### src/sv/boosted_cascade_stage_evaluator_unit_macros.svh
// Assertion helpers used by the top-level evaluator unit.
`ifndef BOOSTED_CASCADE_STAGE_EVALUATOR_UNIT_MACROS_SVH
`define BOOSTED_CASCADE_STAGE_EVALUATOR_UNIT_MACROS_SVH

`define BCSE_ASSERT_IMPL(label, ante, cons, msg) \
  label: assert property (@(posedge clk_i) disable iff (!rst_ni) (ante) |-> (cons)) \
    else $error(msg);

`define BCSE_ASSERT_NEXT(label, ante, cons, msg) \
  label: assert property (@(posedge clk_i) disable iff (!rst_ni) (ante) |=> (cons)) \
    else $error(msg);

`endif

### src/sv/bcse_pkg.sv
package bcse_pkg;

  localparam int unsigned MaxStages    = 64;
  localparam int unsigned AlphaEntries = 256;
  localparam int unsigned StageW       = $clog2(MaxStages);
  localparam int unsigned AlphaAddrW   = StageW + 8;
  localparam int unsigned CountW       = 7;
  localparam int unsigned RespW        = 24;
  localparam int unsigned QueueDepth   = 2;

  localparam logic [RespW-1:0] RespMax = 24'h7FFFFF;
  localparam logic [RespW-1:0] RespMin = 24'h800000;

  typedef enum logic [1:0] {
    OP_WR_ALPHA = 2'd0,
    OP_WR_STAGE = 2'd1,
    OP_EVAL     = 2'd2,
    OP_NOP      = 2'd3
  } op_e;

  typedef enum logic [1:0] {
    MODE_LBP  = 2'd0,
    MODE_LRD  = 2'd1,
    MODE_LRP  = 2'd2,
    MODE_NONE = 2'd3
  } mode_e;

  localparam logic [1:0] CfgFeatureMode    = 2'd0;
  localparam logic [1:0] CfgStageCount     = 2'd1;
  localparam logic [1:0] CfgFinalThreshold = 2'd2;

  typedef struct packed {
    logic [1:0]         operation;
    logic [5:0]         stage_index;
    logic [7:0]         entry_index;
    logic signed [15:0] table_value;
    logic [3:0]         rank_a;
    logic [3:0]         rank_b;
    logic [23:0]        row_top;
    logic [23:0]        row_mid;
    logic [23:0]        row_bottom;
  } in_item_t;

  typedef struct packed {
    logic [7:0]         feature_code;
    logic signed [15:0] hypothesis;
    logic signed [23:0] response_sum;
    logic               rejected;
    logic               window_done;
    logic               detected;
    logic [6:0]         stages_done;
  } out_item_t;

  // front-end decoded work: one memory access and the window decision inputs
  typedef struct packed {
    op_e         op;
    logic [5:0]  stage;
    logic [7:0]  entry;
    logic [15:0] tval;
    logic [7:0]  ranks;
    logic [71:0] px;
  } work_t;

endpackage

### src/sv/bcse_queue.sv
module bcse_queue import bcse_pkg::*; (
  input  logic  clk_i,
  input  logic  rst_ni,
  input  logic  push_i,
  input  work_t data_i,
  output logic  full_o,
  input  logic  pop_i,
  output logic  valid_o,
  output work_t data_o
);

  work_t mem_q [QueueDepth];
  logic [$clog2(QueueDepth)-1:0] wp_q, rp_q;
  logic [$clog2(QueueDepth):0]   cnt_q;
  logic do_push, do_pop;

  assign full_o  = cnt_q == ($clog2(QueueDepth)+1)'(QueueDepth);
  assign valid_o = cnt_q != '0;
  assign data_o  = mem_q[rp_q];
  assign do_push = push_i && !full_o;
  assign do_pop  = pop_i && valid_o;

  always_ff @(posedge clk_i or negedge rst_ni) begin
    if (!rst_ni) begin
      wp_q  <= '0;
      rp_q  <= '0;
      cnt_q <= '0;
    end else begin
      if (do_push) wp_q <= wp_q + 1'b1;
      if (do_pop)  rp_q <= rp_q + 1'b1;
      cnt_q <= cnt_q + (do_push ? 1'b1 : 1'b0) - (do_pop ? 1'b1 : 1'b0);
    end
  end

  always_ff @(posedge clk_i) begin
    if (do_push) mem_q[wp_q] <= data_i;
  end

endmodule

### config.mk
export PLATFORM = sky130hd
export DESIGN_NAME = bcse_queue
export DESIGN_NICKNAME = d
export VERILOG_FILES = /design/src/sv/boosted_cascade_stage_evaluator_unit_macros.svh /design/src/sv/bcse_pkg.sv /design/src/sv/bcse_queue.sv
export SDC_FILE = /design/constraint.sdc
export NUM_CORES = 1
export LEC_CHECK = 0
export ABC_AREA = 1
export BUFFER_PORTS_ARGS = -buffer_cell sky130_fd_sc_hd__clkbuf_2
export CORE_UTILIZATION = 40
export CTS_CLUSTER_SIZE = 25
export DETAILED_ROUTE_END_ITERATION = 8
export PLACE_DENSITY = 0.71
export SETUP_SLACK_MARGIN = 0.4
export SYNTH_ARGS = -nofsm -noshare
export SYNTH_HDL_FRONTEND = slang
export SYNTH_SLANG_ARGS = --single-unit
### constraint.sdc
create_clock -name clk_i -period 8.05 [get_ports clk_i]
set_input_delay 2.0125 -clock clk_i [delete_from_list [all_inputs] [get_ports clk_i]]
set_output_delay 2.0125 -clock clk_i [all_outputs]
set_load 0.005 [all_outputs]
==> results of run 1 <==
-- metrics by stage --
stage | std cells | power, mW | setup WS, ns | utilization [%] | instance area [sq um]
after detailed placement | 1097 | 2.81 | 3.75 | 47.8 | 9760
after CTS | 1137 | 3.86 | 3.21 | 51.4 | 10500
final | 1137 | 3.80 | 3.28 | 51.4 | 10500
after global routing | 1137 | 4.02 | 3.03 | 51.4 | 10500
after global placement | 1097 | 2.79 | 3.78 | 47.8 | 9760
after floorplan | 618 | 2.36 | 0.712 | - | 8410
-- registers in the layout, indices dropped and copies added (netlist names) --
signal / flops
cnt_q: 2
mem_q: 224
rp_q: 1
wp_q: 1
-- layer usage --
metal	vias to the layer above	wire length [microns]	global-route usage, %
met4	0	439	5.05
met5	-	0	0
met3	26	1160	3.51
li1	2547	-	-
met2	182	8120	24.5
met1	2414	6920	19.6
-- cells in the mapped netlist, drive strengths merged --
| cell | instances | area, sq um |
|---|---|---|
| dfrtp | 4 | 100 |
| ha | 2 | 25.0 |
| nand3 | 3 | 15.0 |
| nor2 | 1 | 3.75 |
| buf | 25 | 186 |
| edfxtp | 224 | 6730 |
| nand2 | 349 | 1310 |
| inv | 10 | 40.0 |
-- worst reg2reg max path, cell delays in order, from the launching register on --
cell and delay (ns):
dfrtp_1 0.39, nand2_1 0.14, nand2_1 0.15, nor2_4 0.10, buf_4 0.53, buf_4 0.85
-- layout make-up --
| class | count | area share [%] |
|---|---|---|
| inverter | 10 | 0.405 |
| tap | 270 | 3.22 |
| timing repair buffer | 234 | 11.3 |
| clock buffer | 32 | 6.21 |
| clock inverter | 8 | 0.870 |
| multi-input combinational | 355 | 13.0 |
| sequential | 228 | 65.1 |
-- power by group through the flow --
| stage | Combinational, mW | Clock, mW | Sequential, mW |
|---|---|---|---|
| final | 1.04 | 1.04 | 1.72 |
| after CTS | 1.07 | 1.07 | 1.72 |
| after global placement | 1.05 | 0 | 1.73 |
| after floorplan | 0.636 | 0 | 1.72 |
| after detailed placement | 1.06 | 0 | 1.74 |
| after global routing | 1.17 | 1.11 | 1.74 |
-- cells by family after synthesis --
kind of cell  count (synthesis)  synth area share [%]
fa+ha+maj                     2                 0.298
simple gates                353                  15.8
buf+inv                      35                  2.69
flops                       228                  81.2
-- final timing paths --
path,cells after the start,slack [ns],to,startpoint
setup / recovery,5,3.28,data_o[47],rp_q
hold / removal,2,0.48,wp_q,wp_q
setup reg to reg,5,5.44,mem_q[1][33],cnt_q[1]
hold reg to reg,2,0.48,wp_q,wp_q
max in group asynchronous,1,6.55,rp_q,rst_ni
min in group asynchronous,1,1.33,rp_q,rst_ni
==> metrics.md, run 1 <==
| Metric | Value |
|---|---|
| Max-slew violations | `0` |
| HPWL Detailed | `10.3 mm` |
| Clk sinks | `between 200 and 250` |
| Die ar. | `between 20,000 and 25,000 sq um` |
| Htree depth | `1` |
| Wire per inst | `14.6 microns` |
| Final period util | `59.3%` |
| Die Height | `147 microns` |
| Final min period | `approximately 4.8 ns` |
| Buf/Inv on CP | `3` |
| # DRC | `0` |
| Flop pwr share | `45.2%` |
| Pwr dens | `362 nW/um^2` |
| # diodes | `0` |
| Area grow syn2layout | `24.9%` |
| CP Launch Type | `flop` |
| Max Cap Viol | `0` |
| Vias per cell | `4.55` |
| Post-cts hold buffer count | `0` |
| Resize count post-CTS | `0` |
| Share of layout cells above drive strength 1 | `a little under a third` |
| CP max stage cell | `buf_4` |
| Mapped Cells | `618` |
| Mean Syn Cell Area | `13.6 sq um` |
| Final hold vios | `0` |
| Total number of vias | `about 5,200` |
| Mapped Area | `8410 sq um` |
| Largest net degree at the start of global routing | `102` |
| Cell internal pwr | `2.62 mW` |
| Hold slack final | `0.479 ns` |
| Setup CP Type | `flop to primary output` |
| Crit-path max FO | `between 100 and 150` |
| Cell repeated most along the worst path | `nand2_1` |
| Yosys reg bits | `228` |
| Max Freq | `roughly 210 MHz` |
| Nets | `971` |
| Initial antenna violation count | `0` |
| Worst-Margin Slew | `around 1.2 ns` |
| Setup Fix Bufs, Post-CTS | `0` |
| Vias in the first global route | `4,768` |
| First-pass GRT wire length | `25.1 mm` |
| Total Routing Usage GR | `roughly 15%` |
| Total routed wirelength | `16.7 mm` |
| Clock tree buffer depth | `3` |
| CP cell instances | `inv_4, buf_4, nand2_1, nand2_1, clkbuf_2` |
| CTS tree | `built` |
| Clock transition at path regs | `0.06 ns` |
| Clock share of power | `27.5%` |
| Switching power total | `approximately 1.2 mW` |
| Most frequent cells in the layout | `nand2_1 (349), clkbuf_2 (229), edfxtp_1 (224), clkbuf_16 (25), inv_1 (8)` |
| Seq/Total Area, Yosys | `81.2%` |
| Leak | `4.58 nW` |
| Worst path max stage delay | `0.79 ns` |
| Routed Antenna Nets | `0` |
| Run status | `completed` |
| Final GP Congestion | `0.725` |
| Max VDD drop | `roughly 270 uV` |
| Largest delay share family, worst path | `buffers and inverters` |
| Setup_tns | `0 ns` |
| Power share of the combinational group | `a little over a quarter` |
| Worst-Skew Late Latency | `0.50 ns` |
| Num CTS Buffers | `24` |
| First-pass iteration count of the detailed router | `5` |
| Io pins | `230` |
| Post-synth cell types | `11` |
| Initial core utilization | `between 40% and 50%` |
| Layout Skew | `0.00878 ns` |
| WP data arrival | `2.76 ns` |
| CP required | `just over 6 ns` |
| Yosys warnings | `0` |
| Die extent in x | `between 100 and 150 microns` |
| Fill cells | `1,746` |
| Area occupied by multi-input gates | `1360 sq um` |
| Root Buffer | `clkbuf_16` |
| Most common cell after layout, fill and taps aside | `nand2_1` |
| Endpoints failing setup | `0` |
| Hold Path Class | `flop to flop` |
| Critical path capture point type | `primary output` |
| Core footprint | `between 20,000 and 25,000 sq um` |
| FF+latch area | `6830 sq um` |
| Syn Nets | `736` |
| Switching Fraction | `31.1%` |
| Total gr overflow | `0` |
| Std cell rows | `52` |
| 1st-iter DRT viols | `slightly below 300` |
| IO Port Bufs | `229` |
| RSZ-0062 raised after global routing | `no` |
| Max_slew headroom | `23.1%` |
Note: power is estimated with default switching activity, not from simulation.
==> inputs of run 2 (changes only) <==
Clock period 8.05 ns to 5 ns, I/O delays scaled along.
==> metrics.md, run 2 (synthesized netlist as in run 1, its figures left out) <==
| Metric | Value |
|---|---|
| Pwr dens | `578 nW/um^2 (was 362 nW/um^2)` |
| CP max stage cell | `inv_4 (was buf_4)` |
| Setup Fix Bufs, Post-CTS | `0 (unchanged)` |
| Cell repeated most along the worst path | `nand2_1 (unchanged)` |
| Clock transition at path regs | `0.06 ns (about the same)` |
| Run status | `completed (unchanged)` |
| Worst setup margin | `1.23 ns (was 3.28 ns)` |
| Endpoints failing setup | `0 (unchanged)` |
| 1st-iter DRT viols | `210 (was 295)` |
| CP Launch Type | `flop (unchanged)` |
| Most common cell after layout, fill and taps aside | `nand2_1 (unchanged)` |
| Worst path max stage delay | `0.92 ns (was 0.79 ns)` |
| Die ar. | `21,600 sq um (unchanged)` |
| CTS tree | `built (unchanged)` |
| Final hold vios | `0 (unchanged)` |
| Routed Antenna Nets | `0 (unchanged)` |
| Num CTS Buffers | `24 (unchanged)` |
| # DRC | `0 (unchanged)` |
| Largest regs | `mem_q (224), cnt_q (2) (unchanged)` |
| Max_slew headroom | `20.3% (was 23.1%)` |
| Leak | `4.57 nW (was 4.58 nW)` |
| Layout Skew | `0.0208 ns (was 0.00878 ns)` |
| Std cell rows | `52 (unchanged)` |
| Nets | `970 (was 971)` |
| First-pass GRT wire length | `25.5 mm (was 25.1 mm)` |
| First-pass iteration count of the detailed router | `4 (was 5)` |
| Initial antenna violation count | `0 (unchanged)` |
| Max VDD drop | `279 uV (was 266 uV)` |
| WP data arrival | `2.52 ns (was 2.76 ns)` |
| Share of layout cells above drive strength 1 | `31.1% (was 31.0%)` |
| IO Port Bufs | `229 (unchanged)` |
| Setup_tns | `0 ns (unchanged)` |
| Htree depth | `1 (unchanged)` |
| Critical path capture point type | `primary output (unchanged)` |
| Max Freq | `265 MHz` |
| RSZ-0062 raised after global routing | `no (unchanged)` |
| Worst-Skew Late Latency | `0.50 ns (about the same)` |
| Max-slew violations | `0 (unchanged)` |
| Post-layout util | `51.4% (about the same)` |
| Total Routing Usage GR | `15.0% (was 14.9%)` |
| Root Buffer | `clkbuf_16 (unchanged)` |
| Area grow syn2layout | `24.8% (was 24.9%)` |
| Placed Cells | `1,096 (was 1,097)` |
| Resize count post-CTS | `0 (unchanged)` |
| Total number of vias | `5,185 (was 5,169)` |
| Initial core utilization | `41.2% (unchanged)` |
| Final GP Congestion | `0.722 (was 0.725)` |
| Core footprint | `20,400 sq um (unchanged)` |
| Die extent in x | `147 microns (unchanged)` |
| Largest delay share family, worst path | `buffers and inverters (unchanged)` |
| Worst-Margin Slew | `1.19 ns (was 1.15 ns)` |
| Wire per inst | `14.5 microns (was 14.6 microns)` |
| Total gr overflow | `0 (unchanged)` |
| Final cell count without fillers | `1,139 (was 1,137)` |
| Fill cells | `1,741 (was 1,746)` |
| Vias per cell | `4.55 (about the same)` |
| CP cell instances | `inv_4, nand2_1, nand2_1, clkbuf_2 (was inv_4, buf_4, nand2_1, nand2_1, clkbuf_2)` |
| Die Height | `147 microns (unchanged)` |
| Vias in the first global route | `5,204 (was 4,768)` |
| Most frequent cells in the layout | `nand2_1 (349), clkbuf_2 (229), edfxtp_1 (224), clkbuf_16 (25), inv_1 (8) (unchanged)` |
| Max Cap Viol | `0 (unchanged)` |
| Place WS | `1.68 ns (was 3.75 ns)` |
| Clk sinks | `228 (unchanged)` |
| Clock tree buffer depth | `3 (unchanged)` |
| Buf/Inv on CP | `2 (was 3)` |
| # diodes | `0 (unchanged)` |
| HPWL Detailed | `10.1 mm (was 10.3 mm)` |
| Max reg flops | `224 (unchanged)` |
| Final period util | `75.4%` |
| Post-cts hold buffer count | `0 (unchanged)` |
| Total routed wirelength | `16.5 mm (was 16.7 mm)` |
| Top reg by flops | `mem_q (unchanged)` |
| Final min period | `3.77 ns` |
| Largest net degree at the start of global routing | `114 (was 102)` |
| Crit-path max FO | `113 (was 101)` |
| Hold Path Class | `flop to flop (unchanged)` |
| Setup CP Type | `flop to primary output (unchanged)` |
| CP required | `3.75 ns (was 6.04 ns)` |
| Io pins | `230 (unchanged)` |
[run 2: power breakdown]
group / leakage [nW] / switching [mW] / internal, mW
Clock: 0.360 / 0.670 / 0.962
Combinational: 2.08 / 1.10 / 0.593
Sequential: 2.13 / 0.135 / 2.61
[run 2: worst paths after layout]
kind	start	end	slack [ns]	depth (start not counted)
hold reg to reg	wp_q	wp_q	0.49	2
max in group asynchronous	rst_ni	rp_q	4.30	1
setup / recovery	rp_q	data_o[100]	1.23	4
hold / removal	wp_q	wp_q	0.49	2
setup reg to reg	wp_q	mem_q[0][70]	3.04	4
min in group asynchronous	rst_ni	rp_q	0.56	1
[run 2: per-layer routing]
layer,track usage (%),up-vias,wire length (microns)
li1,-,2550,-
met1,17.1,2431,6430
met2,26.3,169,8300
met3,4.22,35,1240
met4,6.60,0,492
met5,0,-,0
[run 2: worst min-delay path: stages, from the launching register on]
cell	delay, ns
dfrtp_1	0.35
nand2_1	0.06
nand2_1	0.05
[run 2: stage by stage]
stage                     hold slack (ns)  area (sq um)  power (mW)
final                               0.487         10500        6.07
after global routing                0.537         10500        6.45
after CTS                           0.492         10500        6.17
after detailed placement            0.477          9760        4.52
after global placement              0.457          9760        4.49
after floorplan                     0.442          8410        3.78
[run 2: final cells by class]
cell class | count | area, sq um | share of cell area (%)
clock buffer | 30 | 644 | 6.14
clock inverter | 13 | 90.1 | 0.858
inverter | 10 | 42.5 | 0.405
multi-input combinational | 355 | 1360 | 13.0
sequential | 228 | 6830 | 65.1
tap | 270 | 338 | 3.22
timing repair buffer | 233 | 1190 | 11.3
