File: src/sv/boosted_cascade_stage_evaluator_unit_macros.svh
// Assertion helpers used by the top-level evaluator unit.
`ifndef BOOSTED_CASCADE_STAGE_EVALUATOR_UNIT_MACROS_SVH
`define BOOSTED_CASCADE_STAGE_EVALUATOR_UNIT_MACROS_SVH

`define BCSE_ASSERT_IMPL(label, ante, cons, msg) \
  label: assert property (@(posedge clk_i) disable iff (!rst_ni) (ante) |-> (cons)) \
    else $error(msg);

`define BCSE_ASSERT_NEXT(label, ante, cons, msg) \
  label: assert property (@(posedge clk_i) disable iff (!rst_ni) (ante) |=> (cons)) \
    else $error(msg);

`endif

File: src/sv/bcse_pkg.sv
package bcse_pkg;

  localparam int unsigned MaxStages    = 64;
  localparam int unsigned AlphaEntries = 256;
  localparam int unsigned StageW       = $clog2(MaxStages);
  localparam int unsigned AlphaAddrW   = StageW + 8;
  localparam int unsigned CountW       = 7;
  localparam int unsigned RespW        = 24;
  localparam int unsigned QueueDepth   = 2;

  localparam logic [RespW-1:0] RespMax = 24'h7FFFFF;
  localparam logic [RespW-1:0] RespMin = 24'h800000;

  typedef enum logic [1:0] {
    OP_WR_ALPHA = 2'd0,
    OP_WR_STAGE = 2'd1,
    OP_EVAL     = 2'd2,
    OP_NOP      = 2'd3
  } op_e;

  typedef enum logic [1:0] {
    MODE_LBP  = 2'd0,
    MODE_LRD  = 2'd1,
    MODE_LRP  = 2'd2,
    MODE_NONE = 2'd3
  } mode_e;

  localparam logic [1:0] CfgFeatureMode    = 2'd0;
  localparam logic [1:0] CfgStageCount     = 2'd1;
  localparam logic [1:0] CfgFinalThreshold = 2'd2;

  typedef struct packed {
    logic [1:0]         operation;
    logic [5:0]         stage_index;
    logic [7:0]         entry_index;
    logic signed [15:0] table_value;
    logic [3:0]         rank_a;
    logic [3:0]         rank_b;
    logic [23:0]        row_top;
    logic [23:0]        row_mid;
    logic [23:0]        row_bottom;
  } in_item_t;

  typedef struct packed {
    logic [7:0]         feature_code;
    logic signed [15:0] hypothesis;
    logic signed [23:0] response_sum;
    logic               rejected;
    logic               window_done;
    logic               detected;
    logic [6:0]         stages_done;
  } out_item_t;

  // front-end decoded work: one memory access and the window decision inputs
  typedef struct packed {
    op_e         op;
    logic [5:0]  stage;
    logic [7:0]  entry;
    logic [15:0] tval;
    logic [7:0]  ranks;
    logic [71:0] px;
  } work_t;

endpackage

File: src/sv/bcse_front.sv
module bcse_front import bcse_pkg::*; (
  input  logic     clk_i,
  input  logic     rst_ni,
  input  logic     push_i,
  output logic     full_o,
  input  in_item_t item_i,
  input  logic     q_full_i,
  output logic     q_push_o,
  output work_t    q_item_o
);

  // rank store is read as the item is registered; the register feeds the queue with ranks attached
  logic       v_q;
  in_item_t   it_q;
  logic       adv;
  logic       accept;
  logic [7:0] rank_mem [MaxStages];
  logic [7:0] rank_rdata_q;

  assign adv      = !v_q || !q_full_i;
  assign full_o   = !adv;
  assign accept   = push_i && adv;
  assign q_push_o = v_q;

  always_ff @(posedge clk_i or negedge rst_ni) begin
    if (!rst_ni) begin
      v_q <= 1'b0;
    end else if (adv) begin
      v_q <= push_i;
    end
  end

  // write ranks as the transaction is accepted so any later evaluation reads them
  always_ff @(posedge clk_i) begin
    if (adv) begin
      it_q         <= item_i;
      rank_rdata_q <= rank_mem[item_i.stage_index];
    end
    if (accept && op_e'(item_i.operation) == OP_WR_STAGE) begin
      rank_mem[item_i.stage_index] <= {item_i.rank_b, item_i.rank_a};
    end
  end

  always_comb begin
    q_item_o.op    = op_e'(it_q.operation);
    q_item_o.stage = it_q.stage_index;
    q_item_o.entry = it_q.entry_index;
    q_item_o.tval  = it_q.table_value;
    q_item_o.ranks = rank_rdata_q;
    q_item_o.px    = {it_q.row_bottom, it_q.row_mid, it_q.row_top};
  end

endmodule

File: config.mk
export PLATFORM = sky130hd
export DESIGN_NAME = bcse_front
export DESIGN_NICKNAME = d
export VERILOG_FILES = /design/src/sv/boosted_cascade_stage_evaluator_unit_macros.svh /design/src/sv/bcse_pkg.sv /design/src/sv/bcse_front.sv
export SDC_FILE = /design/constraint.sdc
export NUM_CORES = 1
export LEC_CHECK = 0
export BUFFER_PORTS_ARGS = -buffer_cell sky130_fd_sc_hd__buf_2
export CAP_MARGIN = 0
export CELL_PAD_IN_SITES_DETAIL_PLACEMENT = 1
export CELL_PAD_IN_SITES_GLOBAL_PLACEMENT = 1
export CORE_MARGIN = 2
export CORE_UTILIZATION = 35
export DETAILED_ROUTE_END_ITERATION = 7
export GPL_TIMING_DRIVEN = 0
export PLACE_DENSITY_LB_ADDON = 0.1
export SYNTH_ARGS = -nofsm -noshare
export SYNTH_HDL_FRONTEND = slang
export SYNTH_SLANG_ARGS = --single-unit
File: constraint.sdc
create_clock -name clk_i -period 8.8 [get_ports clk_i]
set_input_delay 1.32 -clock clk_i [delete_from_list [all_inputs] [get_ports clk_i]]
set_output_delay 1.32 -clock clk_i [all_outputs]
set_load 0.05 [all_outputs]
==> reports/qor.yml, run 1 <==
worst_setup_path_start_kind: "input port"
syn_area_mm2: 0.0234
rows: 94
cp-end-kind: "register"
h-tree-depth: 3
wire_per_inst_um: 33.2
p_leak_nw: 9.29
num_vias: 14100
power_mw: 6.65
grt_pass1_vias: 14200
maxCapViolCount: 1
drt-initial-drc-count: 1508
place.gp.congestion: 0.868
die_x_um: 263
cts_resized: 0
fin_setup_tns_ns: 0
route.detailed.drc: 0
gr-total-overflow: 0
synth_nets: 1386
yosysUniqueCellTypes: 50
p_per_area_mw_per_mm2: 239
fillCellCount: 6432
crit_arrival_ns: 5.07
die_area_mm2: 0.0689
worst_pin_slew_ns: 1.52
rsz0062_at_grt: "false"
min_period_ns: 4.86
hold_path.class: "in2async"
via_per_inst: 5.66
antenna_left: 0
port_buffers: 229
cts.sinks: 625
yosysWarnings: 0
clkTransAtPathRegs_ns: 0.05
dr.pass1.iters: 6
coreArea_mm2: 0.0660
post-cts-setup-buffers: 0
worst_skew_pair.late_latency_ns: 0.62
dpl.hpwl_um: 53100
clock_tree.root_cell: "clkbuf_16"
drive_gt1_frac: 0.252
cts_tree: "yes"
clk_path_buf_depth: 3
cts_buffers: 71
clock_skew_ns: 0.0312
chipHeight_um: 263
post-route-period-util: 0.553
synth_enable_flop_cells: 624
ys_async_sr_fraction: 0.00160
antenna_found_initial: 5
syn2layout_area_growth_pct: 18.9
dp_cells: 2365
postSynthAreaPerCell_um2: 18.4
netlist_instances: 1270
hold_viol: 0
synth_flop_cell: "edfxtp_1"
fmax_ghz: 0.206
cts_hold_buf: 0
status: "finished, violations left"
cp_max_fo: 10
grt_pass1_wl_um: 115000
violations: "max-capacitance violations, max-slew violations"
slew_headroom: -0.0171
critical_path_class: "in2reg"
synth_seq_cells: 625
slew_violations: 10
yosysSeqAreaShare: 0.802
diodes: 0
grtUsageTotal: 0.238
pin_count: 230
initial_core_util: 0.355
irDropWorstVdd_v: 0.000138
nets: 1691
critPathRequiredTime_ns: 9.01
multi_input_area_mm2: 0.00423
grt_start_max_net_pins: 65
drt-total-wl_um: 82600
fin_cells: 2490
regArea_mm2: 0.0188
setup_viol: 0
==> per-stage QoR <==
stage	area [um^2]	utilization	hold slack, ns	setup WS, ns
6_report	27800	0.422	0.494	3.94
5_1_grt	27800	0.422	0.469	3.97
4_1_cts	27800	0.421	0.457	4.12
3_5_place_dp	25700	0.389	0.810	3.50
3_3_place_gp	25600	0.388	0.919	0.526
2_1_floorplan	23400	-	0.676	2.76
==> state kept, by name, indices dropped and copies added (netlist names) <==
register and count:
q_item_o 104, q_push_o 1, rank_mem 512, rank_rdata_q 8
==> per-layer routing <==
metal  track usage  share of wire  up-vias
met5             0        0.00036        -
met4        0.0865          0.036        4
met3        0.0422          0.070      171
met2         0.370           0.46      712
met1         0.334           0.43     7362
li1              -              -     5832
==> layout by cell type (no fill, tap or decap), types with 4 or more instances in the layout <==
cell type / netlist / final
a22o_1: 19 / 19
a31oi_1: 7 / 7
or4_1: 7 / 7
a211oi_1: 4 / 4
buf_1: 7 / 7
clkbuf_16: 0 / 72
o211ai_1: 13 / 13
clkinv_1: 0 / 18
mux2_2: 20 / 20
mux4_2: 22 / 22
nor2_1: 100 / 100
a22oi_1: 40 / 40
a221oi_1: 65 / 65
buf_4: 6 / 10
clkinv_2: 0 / 12
buf_2: 25 / 250
o22ai_1: 18 / 18
nand3_1: 6 / 6
a21oi_1: 23 / 23
clkinvlp_4: 0 / 4
mux2_1: 11 / 11
clkbuf_1: 42 / 53
nor2b_1: 6 / 6
o22a_1: 11 / 11
a32o_1: 5 / 5
mux2i_1: 47 / 47
o2bb2ai_1: 4 / 4
buf_6: 4 / 4
o21ai_0: 35 / 35
edfxtp_1: 624 / 624
a221o_1: 17 / 17
nand2_1: 39 / 38
o221ai_1: 4 / 4
nand3b_1: 5 / 5
==> worst max-delay path, cell delays in order <==
cell      delay, ns
buf_2          0.14
buf_6          0.20
nor2_1         1.15
clkbuf_1       0.62
nand2_1        0.62
nor2_1         0.99
==> worst paths after layout <==
check                             from               to  slack [ns]  cells past startpoint
max                        item_i[104]  rank_mem[60][6]        3.94                      6
min                             rst_ni         q_push_o        0.49                      1
max reg2reg                   q_push_o  rank_mem[61][0]        5.22                      6
min reg2reg                   q_push_o     q_item_o[33]        0.80                      1
max in group asynchronous       rst_ni         q_push_o        8.22                      1
min in group clk_i            q_push_o     q_item_o[33]        0.80                      1
==> cell type report <==
class | count | area share
Buffer | 84 | 0.0143
Clock buffer | 83 | 0.0662
Clock inverter | 41 | 0.00967
Inverter | 3 | 0.000405
Multi-Input combinational cell | 558 | 0.152
Sequential cell | 625 | 0.674
Tap cell | 864 | 0.0389
Timing Repair Buffer | 232 | 0.0443
==> synth_stat cells, types with 3 or more instances <==
cell type  number  area share
nor2_1        100       0.016
a22oi_1        40       0.013
o2bb2ai_1       4      0.0015
o21ai_0        35      0.0075
o22a_1         11      0.0041
a221oi_1       65       0.024
nand2_1        39      0.0063
o21bai_1        3     0.00096
a211oi_1        4      0.0013
a221o_1        17      0.0073
a31oi_1         7      0.0019
nor2b_1         6      0.0016
o221ai_1        4      0.0015
buf_6           4      0.0019
nor3_1          3     0.00064
o22ai_1        18      0.0048
mux2i_1        47       0.020
mux2_1         11      0.0053
a32o_1          5      0.0021
edfxtp_1      624        0.80
nand3_1         6      0.0013
a22o_1         19      0.0071
mux4_2         22       0.021
and2_1          3     0.00080
buf_1           7      0.0011
or4_1           7      0.0022
clkbuf_1       42      0.0067
buf_2          25      0.0053
o211ai_1       13      0.0042
mux2_2         20      0.0096
a222oi_1        3      0.0013
a21oi_1        23      0.0049
nand3b_1        5      0.0016
buf_4           6      0.0019
==> cell families (layout without fill, tap and decap cells) <==
family,after synthesis,in the layout,share of synthesized area
multiplexers,101,101,0.0569
AO/OA/AOI/OAI,279,279,0.0903
AND/OR/NAND/NOR,178,178,0.0332
buffers and inverters,87,443,0.0175
flip-flops,625,625,0.802
==> report_power, final <==
| group | switching, mW | total, mW | leakage (nW) | internal (mW) |
|---|---|---|---|---|
| clock network | 1.21 | 2.76 | 1.03 | 1.56 |
| registers | 0.00974 | 3.34 | 5.74 | 3.33 |
| logic | 0.425 | 0.550 | 2.52 | 0.125 |
| total | 1.64 | 6.65 | 9.29 | 5.01 |
(Power assumes the default switching activity.)
==> inputs of run 2 (changes only) <==
==> constraint.sdc (replaced) <==
create_clock -name clk_i -period 5 [get_ports clk_i]
set_input_delay 0.75 -clock clk_i [delete_from_list [all_inputs] [get_ports clk_i]]
set_output_delay 0.75 -clock clk_i [all_outputs]
set_load 0.05 [all_outputs]
==> run 2 against run 1 <==
  * The run still ends with max-capacitance violations, max-slew violations left
  * Sequential power grew 76%
  * Cell area about the same
  * Register-to-register slack worse by 3.8 ns
  * Die area is the same
  * Core utilization is essentially flat
  * Critical path type unchanged
  * Highest routed layer unchanged
==> reports/qor.yml, run 2 (synthesis results as in run 1) <==
final_util: 0.422  # about the same
regArea_mm2: 0.0188  # unchanged
cp-end-kind: "register"
clkTransAtPathRegs_ns: 0.06  # about the same
largest_register_ffs: 512  # unchanged
status: "finished, violations left"
multi_input_area_mm2: 0.00423  # unchanged
h-tree-depth: 3  # unchanged
clock_skew_ns: 0.0305  # -0.000707 ns
drt-total-wl_um: 82600  # about the same
crit_arrival_ns: 4.55  # -0.52 ns
antenna_found_initial: 5  # unchanged
setup_viol: 0  # unchanged
nets: 1692  # +0.059%
drt-initial-drc-count: 1480  # -1.9%
worst_setup_path_start_kind: "input port"
layout_common_cells: "624 x edfxtp_1, 250 x buf_2, 100 x nor2_1"
maxCapViolCount: 1  # unchanged
diodes: 0  # unchanged
dpl.hpwl_um: 53100  # unchanged
clk_path_buf_depth: 3  # unchanged
initial_core_util: 0.355  # unchanged
place.gp.congestion: 0.868  # unchanged
cp_max_fo: 10  # unchanged
rsz0062_at_grt: "false"
antenna_left: 0  # unchanged
fmax_ghz: 0.230
dr.pass1.iters: 5  # -1
layout_commonest_cell: "edfxtp_1"
cts.sinks: 625  # unchanged
num_vias: 14100  # -0.071%
die_area_mm2: 0.0689  # unchanged
grt_pass1_wl_um: 115000  # unchanged
slew_headroom: -0.0246  # -0.00746
pin_count: 230  # unchanged
fillCellCount: 6431  # -0.016%
port_buffers: 229  # unchanged
irDropWorstVdd_v: 0.000243  # +75%
critical_path_class: "in2reg"
slew_violations: 10  # unchanged
worst_skew_pair.late_latency_ns: 0.62  # about the same
die_x_um: 263  # unchanged
coreArea_mm2: 0.0660  # unchanged
grt_pass1_vias: 14200  # unchanged
chipHeight_um: 263  # unchanged
violations: "max-capacitance violations, max-slew violations"
via_per_inst: 5.65  # -0.11%
top_register: "rank_mem"
post-cts-setup-buffers: 0  # unchanged
critPathRequiredTime_ns: 5.21  # -3.80 ns
dp_cells: 2365  # unchanged
gr-total-overflow: 0  # unchanged
p_leak_nw: 9.29  # about the same
hold_path.class: "in2reg"
rows: 94  # unchanged
cts_tree: "yes"
syn2layout_area_growth_pct: 19.0  # about the same
worst_pin_slew_ns: 1.53  # +0.0111 ns
min_period_ns: 4.34
grt_start_max_net_pins: 65  # unchanged
fin_hold_ws_ns: 0.315  # -0.179 ns
fin_cells: 2491  # +0.040%
hold_viol: 0  # unchanged
grtUsageTotal: 0.238  # unchanged
post-route-period-util: 0.869
wire_per_inst_um: 33.2  # about the same
cts_buffers: 71  # unchanged
route.detailed.drc: 0  # unchanged
clock_tree.root_cell: "clkbuf_16"
drive_gt1_frac: 0.251  # about the same
p_per_area_mw_per_mm2: 421  # +76%
## run 2: cell types whose count changed in the layout (fill, tap and decap cells not counted)
cell / previous run / this run
dlygate4sd3_1: 0 / 1
## run 2: worst paths after layout
path	cells after the start	from	slack [ns]	end
min in group asynchronous	2	rst_ni	0.46	q_push_o
worst min register to register	1	q_push_o	0.80	q_item_o[33]
worst min-delay path	1	item_i[12]	0.32	q_item_o[60]
worst max-delay path	6	item_i[104]	0.66	rank_mem[60][6]
worst max register to register	6	q_push_o	1.47	rank_mem[61][2]
max in group asynchronous	2	rst_ni	4.45	q_push_o
## run 2: final cells by class
type	count	area share
clock buffer	83	0.0662
timing repair buffer	233	0.0446
buffer	84	0.0143
inverter	3	0.000405
multi-input combinational	558	0.152
sequential	625	0.674
clock inverter	41	0.00967
tap	864	0.0388
## run 2: critical path, stage by stage
cell and delay (ns):
buf_2 0.14, buf_6 0.20, nor2_1 1.15, clkbuf_1 0.65, nand2_1 0.63, nor2_1 1.00
## run 2: power by group
part / switching, mW / internal [mW]
registers: 0.0171 / 5.85
clock network: 2.13 / 2.74
logic: 0.750 / 0.221
total: 2.89 / 8.81
## run 2: timing repair
| action | 4_1_cts | 5_1_grt |
|---|---|---|
| resized for setup | 0 | 0 |
| endpoints found under the hold margin | 1 | 0 |
| hold buffers | 1 | 0 |
## run 2: per-layer routing
layer	vias to the layer above	part of all wire	global-route usage
met5	-	0.00036	0
met4	4	0.034	0.0865
met3	153	0.068	0.0422
met2	681	0.46	0.370
met1	7395	0.44	0.334
li1	5838	-	-
## run 2: metrics by stage
stage | setup WS, ns | total power [mW] | cell area (um^2) | setup TNS, ns
floorplan | 0.0955 | 6.51 | 23400 | 0
global placement | -2.70 | 6.94 | 25600 | -1293.86
detailed placement | 0.272 | 6.95 | 25700 | 0
CTS | 0.890 | 11.8 | 27800 | 0
global route | 0.740 | 12.0 | 27800 | 0
finish | 0.657 | 11.7 | 27800 | 0
